**config.mk**
```make
export PLATFORM = sky130hd
export DESIGN_NAME = flag_delimited_frame_receiver_crc16
export DESIGN_NICKNAME = d
export VERILOG_FILES = /design/src/hdl/fdfr_pkg.sv /design/src/hdl/fdfr_crc8.sv /design/src/hdl/fdfr_frame.sv /design/src/hdl/flag_delimited_frame_receiver_crc16.sv
export SDC_FILE = /design/constraint.sdc
export NUM_CORES = 1
export LEC_CHECK = 0
export ABC_CLOCK_PERIOD_IN_PS = 4000
export BUFFER_PORTS_ARGS = -buffer_cell sky130_fd_sc_hd__buf_4
export CAP_MARGIN = 40
export CORE_MARGIN = 8
export CORE_UTILIZATION = 58
export CTS_BUF_LIST = sky130_fd_sc_hd__clkbuf_4 sky130_fd_sc_hd__clkbuf_8 sky130_fd_sc_hd__clkbuf_16
export CTS_CLUSTER_DIAMETER = 150
export DETAILED_ROUTE_END_ITERATION = 8
export MAX_ROUTING_LAYER = met4
export PLACE_DENSITY = 0.82
export SLEW_MARGIN = 20
export SYNTH_ARGS = -nofsm -noshare
export SYNTH_HDL_FRONTEND = slang
export SYNTH_SLANG_ARGS = --single-unit
```
**constraint.sdc**
```tcl
create_clock -name clk -period 4 [get_ports clk]
set_clock_uncertainty 0.1 [all_clocks]
set_input_delay 0.2 -clock clk [delete_from_list [all_inputs] [get_ports clk]]
set_output_delay 0.2 -clock clk [all_outputs]
set_load 0.01 [all_outputs]
```
**src/hdl/fdfr_pkg.sv**
```systemverilog
// ----------------------------------------------------------------------------
// fdfr_pkg
// Shared constants and types for the flag-delimited frame receiver.
// ----------------------------------------------------------------------------
package fdfr_pkg;

  localparam int unsigned MAX_FRAME = 40;
  localparam int unsigned CNT_W     = 6;

  localparam logic [7:0]  FLAG_BYTE = 8'h7E;
  localparam logic [15:0] CRC_POLY  = 16'h1021;

  localparam logic [CNT_W-1:0] CNT_LIMIT = CNT_W'(MAX_FRAME - 2);
  localparam logic [CNT_W-1:0] CNT_SAT   = CNT_W'(MAX_FRAME - 1);

  localparam logic [2:0] ST_OK      = 3'd0;
  localparam logic [2:0] ST_DIR_ERR = 3'd1;
  localparam logic [2:0] ST_CHN_ERR = 3'd2;
  localparam logic [2:0] ST_CRC_ERR = 3'd3;
  localparam logic [2:0] ST_LEN_ERR = 3'd4;

  localparam logic [7:0] REG_DIRECTION = 8'd0;
  localparam logic [7:0] REG_CHANNEL   = 8'd1;

  typedef struct packed {
    logic [2:0] status;
    logic [7:0] command;
    logic [7:0] argument;
    logic [5:0] payload_length;
  } res_t;

endpackage

```
**src/hdl/fdfr_crc8.sv**
```systemverilog
// ----------------------------------------------------------------------------
// fdfr_crc8
// CRC-16/XMODEM update by one byte, MSB first.
// ----------------------------------------------------------------------------
module fdfr_crc8 (
  input  logic [15:0] crc_in,
  input  logic [7:0]  data_in,
  output logic [15:0] crc_out
);

  always_comb begin
    logic [15:0] c;
    c = crc_in ^ {data_in, 8'h00};
    for (int k = 0; k < 8; k++) begin
      if (c[15]) begin
        c = {c[14:0], 1'b0} ^ fdfr_pkg::CRC_POLY;
      end else begin
        c = {c[14:0], 1'b0};
      end
    end
    crc_out = c;
  end

endmodule

```
**src/hdl/fdfr_frame.sv**
```systemverilog
// ----------------------------------------------------------------------------
// fdfr_frame
// Frame tracking state, field capture, CRC accumulation and closing checks.
// ----------------------------------------------------------------------------
module fdfr_frame (
  input  logic                 clk,
  input  logic                 rst_n,
  input  logic                 step,
  input  logic [7:0]           rx_byte,
  input  logic [7:0]           direction_code,
  input  logic [7:0]           channel_code,
  output logic                 res_valid,
  output fdfr_pkg::res_t       res
);

  logic                       in_frame_r, in_frame_nxt;
  logic [fdfr_pkg::CNT_W-1:0] cnt_r, cnt_nxt;
  logic [15:0]                crc_r, crc_nxt, crc_upd;
  logic [7:0]                 older_r, older_nxt;
  logic [7:0]                 newer_r, newer_nxt;
  logic                       dir_ok_r, dir_ok_nxt;
  logic                       chn_ok_r, chn_ok_nxt;
  logic [7:0]                 len_r, len_nxt;
  logic [7:0]                 cmd_r, cmd_nxt;
  logic [7:0]                 arg_r, arg_nxt;
  logic                       is_flag;
  logic [8:0]                 expect_cnt;
  logic [2:0]                 status;

  fdfr_crc8 u_crc (
    .crc_in  (crc_r),
    .data_in (older_r),
    .crc_out (crc_upd)
  );

  assign is_flag    = (rx_byte == fdfr_pkg::FLAG_BYTE);
  assign res_valid  = in_frame_r && is_flag && (cnt_r != '0);
  assign expect_cnt = {1'b0, len_r} + 9'd5;

  always_comb begin
    if ((cnt_r > fdfr_pkg::CNT_LIMIT) || (cnt_r < fdfr_pkg::CNT_W'(3))) begin
      status = fdfr_pkg::ST_LEN_ERR;
    end else if (!dir_ok_r) begin
      status = fdfr_pkg::ST_DIR_ERR;
    end else if (!chn_ok_r) begin
      status = fdfr_pkg::ST_CHN_ERR;
    end else if ({3'b000, cnt_r} != expect_cnt) begin
      status = fdfr_pkg::ST_LEN_ERR;
    end else if (crc_r != {older_r, newer_r}) begin
      status = fdfr_pkg::ST_CRC_ERR;
    end else begin
      status = fdfr_pkg::ST_OK;
    end
    res.status         = status;
    res.command        = ((status == fdfr_pkg::ST_OK) && (len_r >= 8'd1)) ? cmd_r : 8'h00;
    res.argument       = ((status == fdfr_pkg::ST_OK) && (len_r >= 8'd2)) ? arg_r : 8'h00;
    res.payload_length = (len_r > 8'd63) ? 6'd63 : len_r[5:0];
  end

  always_comb begin
    in_frame_nxt = in_frame_r;
    cnt_nxt      = cnt_r;
    crc_nxt      = crc_r;
    older_nxt    = older_r;
    newer_nxt    = newer_r;
    dir_ok_nxt   = dir_ok_r;
    chn_ok_nxt   = chn_ok_r;
    len_nxt      = len_r;
    cmd_nxt      = cmd_r;
    arg_nxt      = arg_r;
    if (step) begin
      if (is_flag && (!in_frame_r || (cnt_r == '0))) begin
        in_frame_nxt = 1'b1;
        cnt_nxt      = '0;
        crc_nxt      = 16'h0000;
        older_nxt    = 8'h00;
        newer_nxt    = 8'h00;
        dir_ok_nxt   = 1'b0;
        chn_ok_nxt   = 1'b0;
        len_nxt      = 8'h00;
        cmd_nxt      = 8'h00;
        arg_nxt      = 8'h00;
      end else if (in_frame_r && is_flag) begin
        in_frame_nxt = 1'b0;
      end else if (in_frame_r) begin
        if (cnt_r >= fdfr_pkg::CNT_LIMIT) begin
          cnt_nxt = fdfr_pkg::CNT_SAT;
        end else begin
          if (cnt_r >= fdfr_pkg::CNT_W'(2)) begin
            crc_nxt = crc_upd;
          end
          older_nxt = newer_r;
          newer_nxt = rx_byte;
          case (cnt_r)
            fdfr_pkg::CNT_W'(0): dir_ok_nxt = (rx_byte == direction_code);
            fdfr_pkg::CNT_W'(1): chn_ok_nxt = (rx_byte == channel_code);
            fdfr_pkg::CNT_W'(2): len_nxt    = rx_byte;
            fdfr_pkg::CNT_W'(3): cmd_nxt    = rx_byte;
            fdfr_pkg::CNT_W'(4): arg_nxt    = rx_byte;
            default: ;
          endcase
          cnt_nxt = cnt_r + fdfr_pkg::CNT_W'(1);
        end
      end
    end
  end

  always_ff @(posedge clk) begin
    if (!rst_n) begin
      in_frame_r <= 1'b0;
      cnt_r      <= '0;
    end else begin
      in_frame_r <= in_frame_nxt;
      cnt_r      <= cnt_nxt;
    end
  end

  always_ff @(posedge clk) begin
    crc_r    <= crc_nxt;
    older_r  <= older_nxt;
    newer_r  <= newer_nxt;
    dir_ok_r <= dir_ok_nxt;
    chn_ok_r <= chn_ok_nxt;
    len_r    <= len_nxt;
    cmd_r    <= cmd_nxt;
    arg_r    <= arg_nxt;
  end

endmodule

```
**src/hdl/flag_delimited_frame_receiver_crc16.sv**
```systemverilog
// ----------------------------------------------------------------------------
// flag_delimited_frame_receiver_crc16
// Receives bytes, finds 0x7E-delimited frames, checks them and reports one
// result per closing flag.
// ----------------------------------------------------------------------------
// Path: each byte is registered in the input stage, and a closing flag's result
// is registered in the output stage when that flag advances out of the input stage.
// Throughput: one byte per cycle while no closing flag's result is held back by a
// waiting result with out_ready low; the one-byte CRC update acts on frame state.
// Reset: synchronous active-low rst_n clears the pipeline valids, the in-frame
// flag and the byte count, and loads direction_code 0 and channel_code 1.
module flag_delimited_frame_receiver_crc16 (
  input  logic       clk,
  input  logic       rst_n,
  input  logic       in_valid,
  output logic       in_ready,
  input  logic [7:0] in_rx_byte,
  output logic       out_valid,
  input  logic       out_ready,
  output logic [2:0] out_status,
  output logic [7:0] out_command,
  output logic [7:0] out_argument,
  output logic [5:0] out_payload_length,
  input  logic       cfg_valid,
  output logic       cfg_ready,
  input  logic [7:0] cfg_index,
  input  logic [7:0] cfg_data
);

  logic           s1_valid_r, s1_valid_nxt;
  logic [7:0]     s1_byte_r;
  logic           out_valid_r, out_valid_nxt;
  fdfr_pkg::res_t out_res_r;
  logic [7:0]     dir_code_r;
  logic [7:0]     chn_code_r;
  logic           res_valid;
  fdfr_pkg::res_t res;
  logic           slot_free;
  logic           adv;

  assign slot_free = !out_valid_r || out_ready;
  assign adv       = s1_valid_r && (!res_valid || slot_free);
  assign in_ready  = !s1_valid_r || adv;
  assign cfg_ready = 1'b1;

  fdfr_frame u_frame (
    .clk            (clk),
    .rst_n          (rst_n),
    .step           (adv),
    .rx_byte        (s1_byte_r),
    .direction_code (dir_code_r),
    .channel_code   (chn_code_r),
    .res_valid      (res_valid),
    .res            (res)
  );

  always_comb begin
    s1_valid_nxt = s1_valid_r;
    if (in_ready) begin
      s1_valid_nxt = in_valid;
    end
    out_valid_nxt = out_valid_r;
    if (out_ready) begin
      out_valid_nxt = 1'b0;
    end
    if (adv && res_valid) begin
      out_valid_nxt = 1'b1;
    end
  end

  always_ff @(posedge clk) begin
    if (!rst_n) begin
      s1_valid_r  <= 1'b0;
      out_valid_r <= 1'b0;
      dir_code_r  <= 8'd0;
      chn_code_r  <= 8'd1;
    end else begin
      s1_valid_r  <= s1_valid_nxt;
      out_valid_r <= out_valid_nxt;
      if (cfg_valid && (cfg_index == fdfr_pkg::REG_DIRECTION)) begin
        dir_code_r <= cfg_data;
      end
      if (cfg_valid && (cfg_index == fdfr_pkg::REG_CHANNEL)) begin
        chn_code_r <= cfg_data;
      end
    end
  end

  always_ff @(posedge clk) begin
    if (in_valid && in_ready) begin
      s1_byte_r <= in_rx_byte;
    end
    if (adv && res_valid) begin
      out_res_r <= res;
    end
  end

  assign out_valid          = out_valid_r;
  assign out_status         = out_res_r.status;
  assign out_command        = out_res_r.command;
  assign out_argument       = out_res_r.argument;
  assign out_payload_length = out_res_r.payload_length;

  a_err_zero_fields: assert property (@(posedge clk) disable iff (!rst_n)
    out_valid_r && (out_res_r.status != fdfr_pkg::ST_OK)
      |-> (out_res_r.command == 8'h00) && (out_res_r.argument == 8'h00))
    else $error("error result carries command or argument");

  a_no_result_overwrite: assert property (@(posedge clk) disable iff (!rst_n)
    out_valid_r && !out_ready |-> !(adv && res_valid))
    else $error("result overwrites a waiting result");

  a_stall_only_when_busy: assert property (@(posedge clk) disable iff (!rst_n)
    !in_ready |-> s1_valid_r && res_valid && out_valid_r && !out_ready)
    else $error("input stalled without a blocked result");

  a_status_range: assert property (@(posedge clk) disable iff (!rst_n)
    out_valid_r |-> (out_res_r.status <= fdfr_pkg::ST_LEN_ERR))
    else $error("status code out of range");

endmodule
```
==> Word level (Yosys, flattened, before mapping) <==
Index checks and enable logic that the tools add are counted.
W data, S select, Z words.
{ "word_totals": {"ff_bits": 116, "word_cells": 141, "out_inout_bits": 28, "in_bits": 29} }
{ "op_classes": {"bitwise_logic": 9, "magnitude_cmp": 7, "n_addsub": 2, "n_reduce_logical": 41, "mux": 51, "n_eq_ne": 12} }
{ "ops": {"columns": ["op", "count"], "rows": [
  ["$mux W8", 18],
  ["$mux W13", 8],
  ["$mux W16", 4],
  ["$reduce_and A5 Y1", 6],
  ["$mux W6", 4],
  ["$not A3 Y3", 8],
  ["$reduce_bool A2 Y1", 9],
  ["$eq A8 B8 Y1", 2],
  ["$ne A16 B16 Y1", 1],
  ["$xor A16 B16 Y16", 1],
  ["$eq A6 B2 Y1 const B", 2],
  ["$mux W1", 12],
  ["$mux W3", 4],
  ["$logic_and A1 B1 Y1", 10],
  ["$add A8 B3 Y9 const B", 1],
  ["$ne A6 B9 Y1", 1],
  ["$eq A8 B1 Y1 const B", 1],
  ["$eq A8 B7 Y1 const B", 1],
  ["$ge A8 B1 Y1 const B", 1],
  ["$ge A8 B2 Y1 const B", 1],
  ["$gt A8 B6 Y1 const B", 1],
  ["$logic_not A8 Y1", 1],
  ["$add A6 B1 Y6 const B", 1],
  ["$eq A6 B1 Y1 const B", 1],
  ["other kinds (16)", 23]
]} }

==> Depth between registers and ports, before layout <==
{ "depth": {"depth_word": 21, "depth_mapped": 8, "depth_no_buf": 8} }

==> Modules after synthesis <==
Synthesis repeated with hierarchy kept, for this count alone.
{ "hier_totals": {"cells_unflattened": 450, "hier_area_um2": 5710.5} }
{ "by_module_without_submodules": {"columns": ["module", "cells_per_inst", "n_inst", "seq_area_each_um2", "area_each_um2"], "rows": [
  ["fdfr_frame", 311, 1, 1881.8, 3543.4],
  ["flag_delimited_frame_receiver_crc16", 114, 1, 1351.3, 1771.7],
  ["fdfr_crc8", 25, 1, 0.0, 395.4]
]} }

==> Worst setup path after synthesis <==
OpenSTA, ideal clock, no wires.
{ "synth_timing": {"kind": "flip-flop to flip-flop", "start": "reg u_frame.cnt_r[3] (netlist name)", "end": "reg u_frame.crc_r[0] (enable)", "required_time_ps": 3501, "setup_time_ps": 399, "path_slack_ps": 1088, "arrival_ps": 2413, "synth_period_minus_slack_ps": 2912, "path_buffers": 1, "stages_incl_launch_ff": 7, "cell_sequence": "dfxtp_1 > buf_2 > or3_1 > o21a_1 > nor2_1 > o21ai_0 > a31oi_1"} }
{ "synth_between": {"elab_chain_len": 6, "elab_cells_between_ends": 15, "classes_between": "2 x order compare; 2 x eq/ne; 11 x reduce/logical"} }
{ "synth_lines": {"columns": ["item", "line_no", "rtl"], "rows": [
  ["from (decl)", "fdfr_frame.sv:17", "logic [fdfr_pkg::CNT_W-1:0] cnt_r, cnt_nxt;"],
  ["from (signal assigned)", "fdfr_frame.sv:114", "cnt_r <= cnt_nxt;"],
  ["parallel branches: the longest is 5 deep, another holds $ge A6 B6 Y1", null, null],
  ["$reduce_and A5 Y1 (no line) (*)", null, null],
  ["to (signal assigned)", "fdfr_frame.sv:119", "crc_r <= crc_nxt;"],
  ["to (decl)", "fdfr_frame.sv:18", "logic [15:0] crc_r, crc_nxt, crc_upd;"]
]} }
Every way passes the cells marked *.
A chain may end at the register's enable or synchronous reset.

==> Final worst setup path <==
{ "layout_timing": {"start": "reg s1_byte_r[0]", "end": "reg u_frame.cmd_r[6] (enable)"} }
{ "layout_between": {"elab_chain_len": 7, "elab_cells_between_ends": 12, "classes_between": "3 x eq/ne; 9 x reduce/logical"} }
{ "layout_lines": {"columns": ["item", "line_no", "rtl"], "rows": [
  ["from (decl)", "flag_delimited_frame_receiver_crc16.sv:31", "logic [7:0] s1_byte_r;"],
  ["from (signal assigned)", "flag_delimited_frame_receiver_crc16.sv:91", "s1_byte_r <= in_rx_byte;"],
  ["$eq A8 B7 Y1 (*)", "fdfr_frame.sv:36", "assign is_flag = (rx_byte == fdfr_pkg::FLAG_BYTE);"],
  ["$logic_and A1 B1 Y1", "fdfr_frame.sv:37, fdfr_frame.sv:83", null],
  ["$logic_and A1 B1 Y1", "fdfr_frame.sv:37", "assign res_valid = in_frame_r && is_flag && (cnt_r != '0);"],
  ["$logic_not A1 Y1", "flag_delimited_frame_receiver_crc16.sv:42", "assign adv = s1_valid_r && (!res_valid || slot_free);"],
  ["$logic_or A1 B1 Y1", "flag_delimited_frame_receiver_crc16.sv:42", null],
  ["$logic_and A1 B1 Y1", "flag_delimited_frame_receiver_crc16.sv:42", null],
  ["$reduce_and A5 Y1 (no line) (*)", null, null],
  ["to (signal assigned)", "fdfr_frame.sv:125", "cmd_r <= cmd_nxt;"],
  ["to (decl)", "fdfr_frame.sv:24", "logic [7:0] cmd_r, cmd_nxt;"]
]} }
Every way passes the cells marked *; elsewhere a longest branch is shown, timed or not.

==> impl_metrics.csv <==
group,metric,value,unit
status,outcome,"finished, final reports clean",
worst_setup_path,worst_path_most_repeated_cell,"buf_4",
clock_tree,post-cts-setup-buffers,0,
clock_tree,numCtsBuffers,17,
global_routing,grt_use_met1,22.1,%
finish,diodes,0,
drt,ant_nets,0,
logic_synthesis,synth_nets,458,
power_and_ir_drop,powerDensity,438,nW/um2
global_routing,gr-usage-met2,33.7,%
worst_setup_path,required,4050,ps
worst_setup_path,cp-start-kind,"register",
logic_synthesis,synth_cell_types,58,
logic_synthesis,yosysWarnings,0,
placed_design,io_buffers,55,
global_routing,grtUsageMet3,5.19,%
timing,hold_viol,0,
clock_tree,root_buffer,"clkbuf_8",
hold_path,hp-class,"input port to register",
power_and_ir_drop,leakagePower,2.31,nW
logic_synthesis,synth_ff_type,"edfxtp_1",
logic_synthesis,syn_avg_cell_area,12.4,um2
drt,drt_iter0_drc,257,
logic_synthesis,synth_edf_count,91,
finish,n_fill_cell,532,
clock_tree,cts_tree,"built",
floorplan,fp.dieH,111,um
clock_tree,ctsHtreeMaxLevel,4,
timing,drv_slew,0,
floorplan,start_util,59.8,%
floorplan,num_io_pins,57,
finish,final_common_cell,"edfxtp_1",
clock_tree,clockBufferDepth,2,
drt,wire_per_inst,18.7,um
drt,vias,3633,
drt,dr.pass1.iters,5,
floorplan,core_area,8760,um2
timing,rsz0062_at_grt,"false",
clock_tree,cts_sinks,116,
logic_synthesis,syn_area,5240,um2
timing,setup_viol_count_final,0,
finish,largest_register,"u_frame.crc_r",
logic_synthesis,syn_inst,421,
worst_setup_path,path_max_fanout,24,
worst_setup_path,crit_slowest_cell,"edfxtp_1",
timing,hold_ws,23.0,ps
logic_synthesis,synth_seq_area_share,61.7,%
finish,area_growth_syn_to_layout,24.9,%
finish,stdcell_area,6550,um2
worst_setup_path,crit_type,"register to register",
floorplan,die_w,111,um
finish,fin_util,74.7,%
timing,final.min_clock_period,3220,ps
timing,worstMarginPinSlew,775,ps
global_routing,grt.busiest_layer,"met2",
drt,wl,11.7,mm
timing,timing.slew.headroom,48.3,%
worst_setup_path,max_stage_delay,540,ps
placed_design,place_area,5740,um2
clock_tree,clkLatencyLatePin,510,ps
floorplan,die_area,12300,um2
finish,multi_input_area,1870,um2
power_and_ir_drop,total_power,2.87,mW
placed_design,dp_hpwl,7.67,mm
finish,fin_cells,627,
timing,finalWorstSetupSlack,782,ps
finish,ff_latch_area,3230,um2
timing,min_period_over_period,80.4,%
global_routing,grt_pass1_wl,19.2,mm
global_routing,grt_usage,20.1,%
run,drv_cap,0,
timing,clock.fmax,0.311,GHz
worst_setup_path,path_cells,"nand4b_1, or2_2, nor2_1, buf_4, o21ai_0, inv_1, buf_4, a32o_1",
finish,final_cell_mix,"edfxtp_1 (91), buf_4 (63), xnor2_1 (43)",
finish,final_layout_size_suffix_gt1_share,21.6,%
finish,final_net_count,543,
clock_tree,postCtsResizedCells,0,
placed_design,routabilityCongestion,0.922,
floorplan,row_count,34,
logic_synthesis,synthArstFlopShare,0,%
placed_design,post-place-cells,573,
global_routing,grt_pass1_vias,3767,
worst_setup_path,end_kind,"register",
drt,drc,0,
placed_design,dp_slack,889,ps
logic_synthesis,synth_seq_cells,116,
drt,viasPerCell,5.79,
global_routing,grt.overflow.total,0,
power_and_ir_drop,ir_drop,0.282,mV
global_routing,antenna_found_initial,0,
global_routing,grt_max_degree,26,
worst_setup_path,worstPathArrival,3270,ps
finish,largest_reg_flops,16,
clock_tree,holdBufCountCts,21,
clock_tree,clk_pin_slew,60,ps
timing,final.setup.tns,0,ps
[report_power, final]
group          switching, mW  internal [mW]  leakage (nW)
Sequential            0.0145           1.30         0.991
Clock                  0.527          0.949         0.278
Combinational         0.0317         0.0447          1.04
[path summary, 6_finish.rpt]
kind / from / end / slack (ps) / depth (start not counted)
worst max-delay path: s1_byte_r[0] / u_frame.cmd_r[6] / 780 / 8
worst min-delay path: cfg_index[0] / dir_code_r[1] / 20 / 4
worst max register to register: s1_byte_r[0] / u_frame.cmd_r[6] / 780 / 8
worst min register to register: dir_code_r[7] / dir_code_r[7] / 420 / 2
[cell usage after synthesis, types with 3 or more instances]
library cell / instances / area share (%)
mux2i_1: 17 / 3.2
o21ai_0: 7 / 0.67
clkbuf_1: 10 / 0.72
nand4b_1: 3 / 0.50
or3_1: 9 / 1.1
nor3_1: 10 / 0.96
a21oi_1: 16 / 1.5
inv_1: 10 / 0.72
o21a_1: 3 / 0.43
buf_2: 3 / 0.29
ha_1: 8 / 1.9
nand2_1: 28 / 2.0
and2_1: 14 / 1.7
nor4b_1: 7 / 1.2
o211ai_1: 4 / 0.57
xor2_1: 4 / 0.67
nor2_1: 38 / 2.7
nand3_1: 10 / 0.96
dfxtp_1: 25 / 9.6
edfxtp_1: 91 / 52
or2_2: 8 / 0.96
nand4_1: 8 / 0.96
xnor2_1: 43 / 7.2
[routing by layer]
metal | up-vias | wire length, um
li1 | 1708 | -
met1 | 1760 | 4730
met2 | 136 | 6060
met3 | 29 | 652
met4 | 0 | 276
met5 | - | 0
[logic make-up after synthesis]
logic type | share of synthesized area (%)
simple gates | 15.3
flops | 61.7
compound gates | 7.24
xor+xnor | 7.86
buf+inv | 2.65
mux | 3.25
fa+ha+maj | 1.91
other cells | 0.0716
[layout make-up]
class	count	area share, %
sequential	116	49.4
tap	108	2.06
multi-input combinational	276	28.6
inverter	11	0.631
clock inverter	14	2.47
clock buffer	18	6.44
timing repair buffer	84	10.4
[worst max-delay path: cells and delay by family, from the launching register on]
family / cells / cell delay [ps]
AOI/OAI and AO/OA: 2 / 810
DFF: 1 / 540
and+or+nand+nor: 3 / 750
buffers and inverters: 3 / 670
(Power assumes the default switching activity.)
